<file path="config.mk">
export PLATFORM = sky130hd
export DESIGN_NAME = ncf_back
export DESIGN_NICKNAME = d
export VERILOG_FILES = /design/src/hw/rtl/ncf_pkg.sv /design/src/hw/rtl/ncf_back.sv
export SDC_FILE = /design/constraint.sdc
export NUM_CORES = 2
export LEC_CHECK = 0
export ABC_AREA = 1
export BUFFER_PORTS_ARGS = -buffer_cell sky130_fd_sc_hd__clkbuf_2
export CORE_MARGIN = 2
export CORE_UTILIZATION = 45
export CTS_BUF_LIST = sky130_fd_sc_hd__clkbuf_16
export CTS_CLUSTER_SIZE = 25
export DETAILED_ROUTE_END_ITERATION = 8
export HOLD_SLACK_MARGIN = 0.06
export PLACE_DENSITY = 0.7
export SYNTH_ARGS = -nofsm -noshare
export SYNTH_HDL_FRONTEND = slang
export SYNTH_SLANG_ARGS = --single-unit
</file>
<file path="constraint.sdc">
create_clock -name clock -period 7.3 [get_ports clock]
set_input_delay 1.095 -clock clock [delete_from_list [all_inputs] [get_ports clock]]
set_output_delay 1.095 -clock clock [all_outputs]
set_load 0.05 [all_outputs]
</file>
<file path="src/hw/rtl/ncf_pkg.sv">
package ncf_pkg;

   localparam int QUEUE_DEPTH = 4;
   localparam int NUM_SLOTS   = 9;
   localparam logic [3:0] LAST_SLOT = 4'(NUM_SLOTS - 1);
   localparam int DIV_STAGES  = 17;
   localparam int MAG_W       = 33;
   localparam int WORK_W      = 2 * DIV_STAGES;
   localparam int LEN_W       = 31;
   localparam int CNT_W       = 11;
   localparam logic [LEN_W-1:0] CELL_LEN_RESET = 31'd65536;
   localparam logic [CNT_W-1:0] CELLS_RESET    = 11'd1;

   localparam logic [2:0] REG_ORIGIN_X    = 3'd0;
   localparam logic [2:0] REG_ORIGIN_Y    = 3'd1;
   localparam logic [2:0] REG_ORIGIN_Z    = 3'd2;
   localparam logic [2:0] REG_CELL_LENGTH = 3'd3;
   localparam logic [2:0] REG_CELLS_X     = 3'd4;
   localparam logic [2:0] REG_CELLS_Y     = 3'd5;

   typedef struct packed {
      logic dneg;
      logic negp;
      logic negm;
   } div_tag_type;

   typedef struct packed {
      logic [31:0] minus;
      logic [31:0] own;
      logic [31:0] plus;
   } axis_type;

   typedef struct packed {
      axis_type x;
      axis_type y;
      axis_type z;
   } entry_type;

endpackage

</file>
<file path="src/hw/rtl/ncf_back.sv">
module ncf_back
   import ncf_pkg::*;
(
   input  logic              clock,
   input  logic              reset,
   input  logic              head_valid,
   input  entry_type         head_entry,
   output logic              pop,
   input  logic [CNT_W-1:0]  cells_x,
   input  logic [CNT_W-1:0]  cells_y,
   output logic              rsp_valid,
   input  logic              rsp_stall,
   output logic [3:0]        rsp_slot,
   output logic [31:0]       rsp_cell_index,
   output logic              rsp_is_last
);

   logic [2*CNT_W-1:0] plane_ff;
   logic [3:0]         cnt_ff, cnt_in;
   logic               enable, issue;
   logic [2:0]         corner;
   logic [31:0]        sel_x, sel_y, sel_z;
   logic [53:0]        prod_z;
   logic [42:0]        prod_y;
   logic               a_valid_ff;
   logic [3:0]         a_slot_ff;
   logic [31:0]        a_pz_ff, a_py_ff, a_ix_ff;
   logic [31:0]        sum;
   logic               dup;
   logic [31:0]        value;
   logic [31:0]        hist_ff [8];
   logic               rsp_valid_ff;
   logic [3:0]         rsp_slot_ff;
   logic [31:0]        rsp_cell_ff;

   assign enable = !rsp_valid_ff || !rsp_stall;
   assign issue  = enable && head_valid;
   assign pop    = issue && (cnt_ff == LAST_SLOT);
   assign cnt_in = issue ? ((cnt_ff == LAST_SLOT) ? 4'd0 : cnt_ff + 4'd1) : cnt_ff;

   // corner order: x offset on the high bit, z offset on the low bit
   assign corner = 3'(cnt_ff - 4'd1);

   always_comb begin
      if (cnt_ff == 4'd0) begin
         sel_x = head_entry.x.own;
         sel_y = head_entry.y.own;
         sel_z = head_entry.z.own;
      end else begin
         sel_x = corner[2] ? head_entry.x.plus : head_entry.x.minus;
         sel_y = corner[1] ? head_entry.y.plus : head_entry.y.minus;
         sel_z = corner[0] ? head_entry.z.plus : head_entry.z.minus;
      end
   end

   assign prod_z = sel_z * plane_ff;
   assign prod_y = sel_y * cells_x;

   always_ff @(posedge clock) begin
      if (reset) begin
         cnt_ff       <= '0;
         a_valid_ff   <= 1'b0;
         rsp_valid_ff <= 1'b0;
      end else begin
         cnt_ff <= cnt_in;
         if (enable) begin
            a_valid_ff   <= head_valid;
            rsp_valid_ff <= a_valid_ff;
         end
      end
   end

   always_ff @(posedge clock) begin
      plane_ff <= cells_x * cells_y;
      if (issue) begin
         a_slot_ff <= cnt_ff;
         a_pz_ff   <= prod_z[31:0];
         a_py_ff   <= prod_y[31:0];
         a_ix_ff   <= sel_x;
      end
   end

   assign sum = a_pz_ff + a_py_ff + a_ix_ff;

   always_comb begin
      dup = 1'b0;
      for (int j = 0; j < 8; j++) begin
         if (4'(j) < a_slot_ff && hist_ff[j] == sum) begin
            dup = 1'b1;
         end
      end
   end

   assign value = dup ? 32'hFFFF_FFFF : sum;

   always_ff @(posedge clock) begin
      if (enable && a_valid_ff) begin
         rsp_slot_ff <= a_slot_ff;
         rsp_cell_ff <= value;
         if (a_slot_ff != LAST_SLOT) begin
            hist_ff[a_slot_ff[2:0]] <= value;
         end
      end
   end

   assign rsp_valid      = rsp_valid_ff;
   assign rsp_slot       = rsp_slot_ff;
   assign rsp_cell_index = rsp_cell_ff;
   assign rsp_is_last    = (rsp_slot_ff == LAST_SLOT);

endmodule

</file>
==> impl_results.md <==
- Status: complete, no violations
- Hold EP: a_valid_ff
- Finish-stage setup viols: 0
- DRT Wirelength: 139 mm
- I/O pins: 353
- Diode count: 0
- Post-synth cell types: 60
- DP Wirelength: 115 mm
- Core area: 104000 um^2
- Slew Viols, Final: 0
- Post-layout min period: approximately 7 ns
- Total congestion overflow: 0
- Register area share after synthesis: a little over a quarter
- Async SR Flop Fraction: 0%
- Max_cap viols: 0
- Clk_lat worst skew: 0.56 ns
- Post-synth EDFFs: a little under 400
- Gp weighted congestion: 1.03
- First-pass iteration count of the detailed router: 6
- Final Instance Area: 53800 um^2
- CTS Buf Count: 43
- Critical Path Source Type: flip-flop
- Crit. End Element: flip-flop
- Die Wd: 328 um
- Initial DRC Count: 3430
- Crit. Startpoint: cnt_ff[0]
- Post-Syn Instances: 5245
- Row cnt: around 120
- Synth area leader: fa_1
- Clk slew on worst S/H paths: roughly 0.060 ns
- Via count: 37252
- First-pass GRT wire length: 212 mm
- Dpl cells: between 7000 and 8000
- Gr usage total: between 20% and 30%
- Vias per inst: 5.20
- Detailed-route DRC error count: 0
- Final Cycle Share: 96.9%
- Required time of the critical path: 7.60 ns
- CP Class: flip-flop to flip-flop
- Port buffer count: 352
- Worst-Margin Slew: ~1.0 ns
- WL per Instance: 19.4 um
- Die height: roughly 330 um
- Area share of the largest cell type after synthesis: 29.9%
- Share of layout cells above drive strength 1: about 14%
- CP cell instances: inv_4 > buf_6 > ha_2 > buf_12 > mux2i_1 > nand2_1 > o21ai_0 > inv_1 > nand2_1 > fa_1 > fa_1 > fa_1 > fa_1 > fa_1 > inv_1 > ha_1 > a21oi_1 > o21ai_0 > a2111oi_0 > o211ai_1 > a21oi_1 > nor2_1 > nor2_1 > xor2_1
- Syn_nets: between 6000 and 7000
- Final hold vios: 0
- Initial antenna violation count: 1
- Main area contributors after synthesis: fa_1 30%, edfxtp_1 25%, nand2_1 9.8%
- Die Area: between 100000 and 150000 um^2
- R2R Path Start: cnt_ff[0]
- Worst path slowest cell: fa_1
- CP dominant cell by count: fa_1
- Clk sinks: 420
- Clk_skew: around 0.021 ns
- Post-Layout Cell Count: 7158
- CTS Buffer Depth: 3
- Hold path depth: 2
- Hold crit path type: flip-flop to flip-flop
- Largest net degree at the start of global routing: 76
- Initial Utilization: 45.4%
- H-tree levels: 2
- Mapped cell area: approximately 47000 um^2
- Nets: 6993
- WP data arrival: 7.38 ns
- Yosys Warn Count: 0
- DP Area: 52000 um^2
- CP peak stage delay: 0.60 ns
- Hold_sp: a_valid_ff
- Clock tree root driver cell: clkbuf_16
- Top_reg_cell synth: edfxtp_1
- Mean cell area of the mapped netlist: 8.98 um^2
- CTS tree: done
- Cells on worst reg2reg path: 24
- Register bit total from synthesis: 420
- F_max: about 140 MHz
- Critical Path Fanout Max: 35
- Final ANT Viol Nets: 0
- Worst R2R Setup Slack: approximately 0.22 ns
- Layout area overhead: 14.3%
- RR Endpoint: a_py_ff[30]
- Relative slew slack: 30.5%
- Vias in the first global route: 37843
-- stage by stage --
stage	hold WS, ns	utilization, %	setup slack (ns)	setup TNS, ns
after detailed placement	0.457	50.2	-0.147	-0.372
after floorplan	0.433	-	0.00143	0
after global routing	0.491	51.9	-0.0520	-0.0614
after global placement	0.450	50.2	-0.0766	-0.122
after CTS	0.465	51.4	0.0797	0
final	0.460	51.9	0.225	0
-- layout by cell type (no fill, tap or decap), types with 37 or more instances in the layout --
cell / count
xor2_1: 167
clkbuf_2: 352
edfxtp_1: 392
nand2_1: 1222
a21oi_1: 102
ha_1: 218
buf_4: 226
nand2_2: 37
nand4_1: 38
o21ai_0: 72
clkbuf_16: 48
xnor2_1: 145
inv_1: 970
nand3b_1: 40
fa_1: 698
nand3_1: 165
nor2_1: 521
-- cells in the mapped netlist (35+ instances only) --
library cell and count:
nand3b_1 40, nand4_1 38, nor2_1 534, a31oi_1 35, nand2_1 1228, ha_1 226
fa_1 704, clkbuf_1 118, a21oi_1 107, xor2_1 169, nand3_1 166, xnor2_1 145
edfxtp_1 392, inv_1 970, o21ai_0 85
-- how the worst max path moves through the flow --
| stage | cells past startpoint | end |
|---|---|---|
| CTS | 28 | a_py_ff[24] |
| global route | 30 | a_pz_ff[31] |
| detailed placement | 29 | a_pz_ff[29] |
| floorplan | 36 | a_pz_ff[31] |
| global placement | 29 | a_pz_ff[29] |
| finish | 24 | a_py_ff[30] |
-- sequential cells by signal (all words and copies together) (netlist names), 4 cells and up --
name / count
plane_ff: 22
a_pz_ff: 32
cnt_ff: 4
a_py_ff: 32
hist_ff: 256
rsp_cell_index: 32
a_slot_ff: 4
rsp_slot: 4
a_ix_ff: 32
-- layout make-up --
type                            instances  area, um^2
Timing Repair Buffer                  612        4010
Fill cell                            9447       49800
Tap cell                             1380        1730
Clock buffer                           45        1130
Sequential cell                       420       12300
Clock inverter                         29         186
Inverter                              988        3740
Multi-Input combinational cell       3684       30700
-- critical path: cells and delay by family (launching register included) --
kind	cells	cell delay, ns
xor gates and xnor gates	1	0.07
buffers and inverters	5	0.86
and+or+nand+nor	4	0.45
AOI/OAI and AO/OA	6	1.56
DFF	1	0.34
muxes	1	0.16
adders and majority gates	7	3.32
-- metal layers --
metal  vias up  global-route usage, %  wire length (um)
li1      17064                      -                 -
met1     18322                   34.4             56700
met2      1614                   42.6             64800
met3       252                   5.04             12300
met4         0                   7.94              4900
met5         -                      0                 0
-- cell families (layout without fill, tap and decap cells) --
family,Yosys count,in the layout,synth area share (%)
compound gates,290,290,3.46
fa+ha+maj,930,930,35.9
flops,420,420,26.2
mux,29,29,0.616
simple gates,2117,2117,18.5
xor+xnor,318,318,6.00
buf+inv,1141,1674,9.26
-- what timing repair did --
item	4_1_cts	5_1_grt
endpoints found under the setup margin	0	25
hold buffers	0	0
buffers inserted	0	19
resized for setup	0	75
Power is not shown: default switching activity piles up to over one toggle a cycle in this logic, so the estimate is an artifact.
