`src/hw/rtl/ncf_pkg.sv`:
```
package ncf_pkg;

   localparam int QUEUE_DEPTH = 4;
   localparam int NUM_SLOTS   = 9;
   localparam logic [3:0] LAST_SLOT = 4'(NUM_SLOTS - 1);
   localparam int DIV_STAGES  = 17;
   localparam int MAG_W       = 33;
   localparam int WORK_W      = 2 * DIV_STAGES;
   localparam int LEN_W       = 31;
   localparam int CNT_W       = 11;
   localparam logic [LEN_W-1:0] CELL_LEN_RESET = 31'd65536;
   localparam logic [CNT_W-1:0] CELLS_RESET    = 11'd1;

   localparam logic [2:0] REG_ORIGIN_X    = 3'd0;
   localparam logic [2:0] REG_ORIGIN_Y    = 3'd1;
   localparam logic [2:0] REG_ORIGIN_Z    = 3'd2;
   localparam logic [2:0] REG_CELL_LENGTH = 3'd3;
   localparam logic [2:0] REG_CELLS_X     = 3'd4;
   localparam logic [2:0] REG_CELLS_Y     = 3'd5;

   typedef struct packed {
      logic dneg;
      logic negp;
      logic negm;
   } div_tag_type;

   typedef struct packed {
      logic [31:0] minus;
      logic [31:0] own;
      logic [31:0] plus;
   } axis_type;

   typedef struct packed {
      axis_type x;
      axis_type y;
      axis_type z;
   } entry_type;

endpackage

```
`src/hw/rtl/ncf_queue.sv`:
```
module ncf_queue
   import ncf_pkg::*;
#(
   parameter int DEPTH = QUEUE_DEPTH
)
(
   input  logic       clock,
   input  logic       reset,
   input  logic       push,
   input  entry_type  push_entry,
   input  logic       pop,
   output logic       head_valid,
   output entry_type  head_entry
);

   localparam int PW = (DEPTH > 1) ? $clog2(DEPTH) : 1;
   localparam int CW = $clog2(DEPTH + 1);

   entry_type     mem_ff [DEPTH];
   logic [PW-1:0] wr_ptr_ff, rd_ptr_ff;
   logic [CW-1:0] count_ff;

   function automatic logic [PW-1:0] bump(input logic [PW-1:0] p);
      return (p == PW'(DEPTH - 1)) ? '0 : PW'(p + 1'b1);
   endfunction

   always_ff @(posedge clock) begin
      if (reset) begin
         wr_ptr_ff <= '0;
         rd_ptr_ff <= '0;
         count_ff  <= '0;
      end else begin
         if (push) begin
            wr_ptr_ff <= bump(wr_ptr_ff);
         end
         if (pop) begin
            rd_ptr_ff <= bump(rd_ptr_ff);
         end
         count_ff <= count_ff + CW'(push) - CW'(pop);
      end
   end

   always_ff @(posedge clock) begin
      if (push) begin
         mem_ff[wr_ptr_ff] <= push_entry;
      end
   end

   assign head_valid = (count_ff != '0);
   assign head_entry = mem_ff[rd_ptr_ff];

endmodule

```
`config.mk`:
```
export PLATFORM = sky130hd
export DESIGN_NAME = ncf_queue
export DESIGN_NICKNAME = d
export VERILOG_FILES = /design/src/hw/rtl/ncf_pkg.sv /design/src/hw/rtl/ncf_queue.sv
export SDC_FILE = /design/constraint.sdc
export NUM_CORES = 1
export LEC_CHECK = 0
export ABC_AREA = 1
export BUFFER_PORTS_ARGS = -buffer_cell sky130_fd_sc_hd__buf_2
export CAP_MARGIN = 15
export CORE_MARGIN = 3
export CORE_UTILIZATION = 50
export DETAILED_ROUTE_END_ITERATION = 8
export PLACE_DENSITY = 0.7
export REMOVE_ABC_BUFFERS = 1
export SLEW_MARGIN = 20
export SYNTH_ARGS = -nofsm -noshare
export SYNTH_HDL_FRONTEND = slang
export SYNTH_SLANG_ARGS = --single-unit
```
`constraint.sdc`:
```
create_clock -name clock -period 7.35 [get_ports clock]
set_clock_uncertainty 0.05 [all_clocks]
set_input_delay 0 -clock clock [delete_from_list [all_inputs] [get_ports clock]]
set_output_delay 0 -clock clock [all_outputs]
set_load 0.01 [all_outputs]
```
==> results.json, run 1 <==
{
  "muxShareOfSynthArea_pct": 0,
  "ys_seq_elements": 1161,
  "wire_per_inst_um": 17.7,
  "overflow": 0,
  "synth-xor-area-share_pct": 0,
  "maxCapViolCount": 0,
  "worst_slew_pin_slew_ns": 1.19,
  "critPathMostFrequentCell": "buf_12",
  "reg2reg_depth": 4,
  "place_congestion": 0.755,
  "rsz0062_at_grt": "false",
  "via_per_inst": 5.03,
  "htree_levels": 3,
  "syn_area_per_cell_um2": 13.7,
  "synth_top_family_by_area": "compound AO/OA/AOI/OAI gates",
  "postCtsHoldBufs": 445,
  "multi_input_area_um2": 8510,
  "synthTopCellsByCount": "edfxtp_1, inv_1, nand2_1, a21oi_1, o21ai_0",
  "syn_to_final_growth_pct": 24.9,
  "finalPower_mw": 14.8,
  "criticalPathCategory": "reg2out",
  "synth-edff-count": 1152,
  "layout.nets": 4695,
  "p_per_area_nw_per_um2": 254,
  "grt_pass1_wl_mm": 158,
  "ant_nets": 0,
  "cts_tree": "done",
  "dieArea_um2": 97100,
  "critPathArrivalTime_ns": 3.64,
  "min_period_over_period_pct": 50.3,
  "slew_violations": 0,
  "yosysWarnings": 0,
  "antenna_found_initial": 6,
  "numPortBuffers": 580,
  "path_cells": "buf_12 -> buf_12 -> buf_16 -> a21oi_1 -> o21ai_0 -> nand2_1 -> buf_2",
  "syn_area_um2": 46700,
  "fillers": 6654,
  "rr_endpoint": "mem_ff[3][109]",
  "yosysMostFrequentCell": "edfxtp_1",
  "r2r-start": "wr_ptr_ff[0]",
  "dp_hpwl_mm": 54.9,
  "final_hold_viol_count": 0,
  "worst_slack_ns": 3.66,
  "drc": 0,
  "p_leak_nw": 22.6,
  "routed_wl_mm": 102,
  "cp_slowest_cell": "dfxtp_4",
  "critPathMaxStageDelay_ns": 0.95,
  "yosysTopAreaCell": "edfxtp_1",
  "row_count": 111,
  "dp_slack_ns": 4.44,
  "drive_gt1_share_pct": 21.9,
  "finish.utilization_pct": 63.3,
  "vdd_drop_max_uv": 227,
  "synthArstFlopShare_pct": 0,
  "syn_inst": 3418,
  "insertion_delay_ns": 0.68,
  "relSlewSlack_pct": 20.7,
  "run_status": "finished clean",
  "finalSetupViolCount": 0,
  "ys_types": 17,
  "min_from": "push_entry[98]",
  "synth_simple_gate_area_share_pct": 4.79,
  "synthFlopType": "edfxtp_1",
  "path_buf_inv": 4,
  "worst-r2r-setup-slack_ns": 4.59,
  "vias": 28900,
  "startpoint_type": "flop",
  "fp.dieH_um": 312,
  "cpLargestDelayFamily": "buffers and inverters",
  "post-cts-setup-buffers": 0,
  "yosysTopAreaCellShare_pct": 74.1,
  "synth_compound_area_share_pct": 13.2,
  "initial_core_util_pct": 50.7,
  "hp-class": "in2reg",
  "cts_resized": 0,
  "cts_buffer_depth": 3,
  "synthTopCellsByArea": "edfxtp_1, o211ai_2, inv_1, nand2_1, a21oi_1",
  "core_area_um2": 92200,
  "min_to": "mem_ff[0][98]",
  "critPathCaptureType": "primary output",
  "first_pass_iters": 5,
  "required_ns": 7.30,
  "grt_pass1_vias": 29000,
  "max_freq_mhz": 271,
  "holdPathStages": 2,
  "root_buffer": "clkbuf_16",
  "synthAdderAreaFrac_pct": 0.230,
  "clock-sinks": 1161,
  "die_w_um": 312,
  "cts_buffers": 113,
  "io_pins": 581,
  "critPathMaxFanout": 172,
  "clk_pin_slew_worst_paths_ns": 0.06,
  "min_period_ns": 3.69,
  "seq_area_frac_synth_pct": 74.4,
  "grt_max_degree": 250,
  "seqCellArea_um2": 34800,
  "drt_iter0_markers": 2289,
  "grt_use_total_pct": 20.5
}
metal layers:
layer / track usage (%) / vias to the layer above / wire length, um / share of wire, %
met5: 0 / - / 36 / 0.035
met4: 7.17 / 6 / 3210 / 3.2
met3: 4.69 / 200 / 6570 / 6.5
li1: - / 13900 / - / -
met2: 36.4 / 838 / 52300 / 51
met1: 24.7 / 13900 / 39600 / 39
how the worst max path moves through the flow:
stage               from         endpoint  cells past startpoint
finish              flop  head_entry[162]                      7
global route        flop  head_entry[162]                      7
CTS                 flop   head_entry[55]                      6
detailed placement  flop   head_entry[55]                      6
global placement    flop   head_entry[55]                      6
floorplan           flop    head_entry[0]                      2
metrics by stage:
stage          std cells  instance area (um2)  hold WS (ns)  TNS [ns]
6_report            5738                58300        0.0299         0
5_1_grt             5735                58300       0.00152         0
4_1_cts             5730                58300      0.000237         0
3_5_place_dp        5075                50300         0.165         0
3_3_place_gp        5075                50300         0.162         0
2_1_floorplan       3226                45500        0.0167  -4424.02
area by class of cell:
class | instances | share of cell area [%]
diodes | 5 | 0.0214
clock buffers | 140 | 5.13
well taps | 1243 | 2.67
repair buffers | 1054 | 13.2
multi-input cells | 1474 | 14.6
flip-flops and latches | 1161 | 59.6
inverters | 591 | 3.85
clock inverters | 70 | 0.886
sequential cells by signal (all words and copies together) (netlist names), named ones only:
signal / flops
count_ff: 3
mem_ff: 1152
rd_ptr_ff: 2
wr_ptr_ff: 2
kinds of logic after synthesis:
group                    count (synthesis)
buffers and inverters                  783
flip-flops                            1161
AND/OR/NAND/NOR                        596
AO/OA/AOI/OAI                          870
adder cells (fa/ha/maj)                  8
worst register-to-register path, delay by kind of cell, from the launching register on:
family	cells	cell delay [ns]
adders and majority gates	1	0.18
buffers and inverters	2	1.58
DFF	1	0.37
and+or+nand+nor	1	0.13
cells in the final DEF (no fill, tap or decap), drive strengths merged:
cell type    netlist  layout
a21oi            291     291
buf              151     607
bufinv             0       7
clkbuf            41     140
clkinv             0      59
clkinvlp           0       2
dfxtp              9       9
diode              0       5
dlygate4sd3        0     447
edfxtp          1152    1152
fa                 1       1
ha                 7       7
inv              591     593
nand2            585     585
nand3              2       2
nor2               9       9
o211ai           288     288
o21ai            291     291
power breakdown:
group          leakage (nW)  switching, mW  internal (mW)
clock network          1.73           2.36           3.12
logic                  10.2           1.05          0.626
registers              10.7         0.0882           7.60
total                  22.6           3.50           11.3
(Power assumes the default switching activity.)
==> run 2: changes to the inputs <==
--- a/config.mk
+++ b/config.mk
@@ -11,7 +11,7 @@
 export CORE_MARGIN = 3
 export CORE_UTILIZATION = 50
 export DETAILED_ROUTE_END_ITERATION = 8
-export PLACE_DENSITY = 0.7
+export PLACE_DENSITY = 0.73
 export REMOVE_ABC_BUFFERS = 1
 export SLEW_MARGIN = 20
 export SYNTH_ARGS = -nofsm -noshare
==> constraint.sdc (replaced) <==
create_clock -name clock -period 3 [get_ports clock]
set_clock_uncertainty 0.05 [all_clocks]
set_input_delay 0 -clock clock [delete_from_list [all_inputs] [get_ports clock]]
set_output_delay 0 -clock clock [all_outputs]
set_load 0.01 [all_outputs]
==> results.json, run 2 (same netlist as run 1, synthesis figures left out) <==
{
  "run_status": "finished clean",
  "largest_register_ffs": 1152,
  "finish.utilization_pct": 65.0,
  "worst_slew_pin_slew_ns": 0.734,
  "dp_cells": 5137,
  "core_area_um2": 92200,
  "ant_nets": 0,
  "seqCellArea_um2": 34800,
  "final_hold_viol_count": 0,
  "post-cts-setup-buffers": 0,
  "drt_iter0_markers": 2733,
  "cts_buffer_depth": 3,
  "vias": 30400,
  "final_common_cell": "edfxtp_1",
  "root_buffer": "clkbuf_16",
  "cts_resized": 0,
  "cts_tree": "done",
  "grt_pass1_wl_mm": 172,
  "postCtsHoldBufs": 536,
  "htree_levels": 3,
  "worst_slack_ns": 0.347,
  "mostFrequentLayoutCells": "edfxtp_1, inv_1, nand2_1, buf_2, dlygate4sd3_1",
  "critPathArrivalTime_ns": 2.60,
  "critPathMaxFanout": 40,
  "maxCapViolCount": 0,
  "startpoint_type": "flop",
  "dieArea_um2": 97100,
  "min_period_over_period_pct": 88.4,
  "multi_input_area_um2": 8510,
  "overflow": 0,
  "initial_core_util_pct": 50.7,
  "numPortBuffers": 580,
  "place_congestion": 0.800,
  "criticalPathCategory": "reg2out",
  "grt_use_total_pct": 22.3,
  "max_freq_mhz": 377,
  "min_period_ns": 2.65,
  "cts_buffers": 111,
  "p_per_area_nw_per_um2": 611,
  "insertion_delay_ns": 0.69,
  "fillers": 6160,
  "stdcell_count": 5885,
  "tns_ns": 0,
  "routed_wl_mm": 110,
  "layout.nets": 4843,
  "regMostFlops": "mem_ff",
  "grt_max_degree": 148,
  "placed_area_um2": 51100,
  "stdcell_area_um2": 59900,
  "die_w_um": 312,
  "fp.dieH_um": 312,
  "dp_hpwl_mm": 62.2,
  "antenna_found_initial": 8,
  "slew_violations": 0,
  "hp-class": "in2reg",
  "required_ns": 2.95,
  "reg_top3": "mem_ff (1152), count_ff (3)",
  "relSlewSlack_pct": 51.1,
  "drc": 0,
  "clk_pin_slew_worst_paths_ns": 0.06,
  "syn_to_final_growth_pct": 28.3,
  "finalPower_mw": 36.6,
  "p_leak_nw": 23.3,
  "via_per_inst": 5.16,
  "row_count": 111,
  "rsz0062_at_grt": "false",
  "critPathCaptureType": "primary output",
  "wire_per_inst_um": 18.7,
  "finalSetupViolCount": 0,
  "clock-sinks": 1161,
  "drive_gt1_share_pct": 22.6,
  "first_pass_iters": 7,
  "grt_pass1_vias": 31100,
  "vdd_drop_max_uv": 747,
  "dp_slack_ns": 0.950,
  "timing.hold.ws_ns": 0.0386,
  "io_pins": 581
}
[run 2: changes by cell type in the layout (fill, tap and decap cells not counted), sizes merged]
cell         change
clkinvlp         +1
clkbuf           -9
dlygate4sd3     +89
diode            +4
bufinv           +1
clkinv           -5
buf             +61
inv              +5
[run 2: power by group]
part	internal (mW)	switching, mW	leakage, nW
registers	18.6	0.196	10.7
logic	1.72	2.73	11.0
clock network	7.48	5.91	1.69
[run 2: layout make-up]
class                   instances  area share, %
flip-flops and latches       1161           58.0
diodes                          9         0.0376
multi-input cells            1474           14.2
clock inverters                72          0.998
clock buffers                 131           4.76
repair buffers               1204           15.6
well taps                    1243           2.60
inverters                     591           3.75
[run 2: final timing paths]
path	from	endpoint	slack, ns	cells after the start
hold / removal	push_entry[94]	mem_ff[2][94]	0.04	2
setup / recovery	flop	head_entry[226]	0.35	6
hold reg to reg	rd_ptr_ff[0]	flop	0.48	2
setup reg to reg	count_ff[0]	count_ff[1]	0.90	8
[run 2: critical path, stage by stage (launching register included)]
cell and delay (ns):
dfxtp_4 0.60, buf_12 0.29, buf_4 0.42, a21oi_1 0.15
o21ai_0 0.12, nand2_1 0.13, buf_2 0.16
[run 2: layer usage]
layer  vias to the layer above  wire (um)  global-route usage (%)
li1                      14200          -                       -
met3                       255       7210                    4.12
met2                      1188      57100                    39.0
met5                         -         13                       0
met4                         2       4080                    9.29
met1                     14700      41700                    27.4
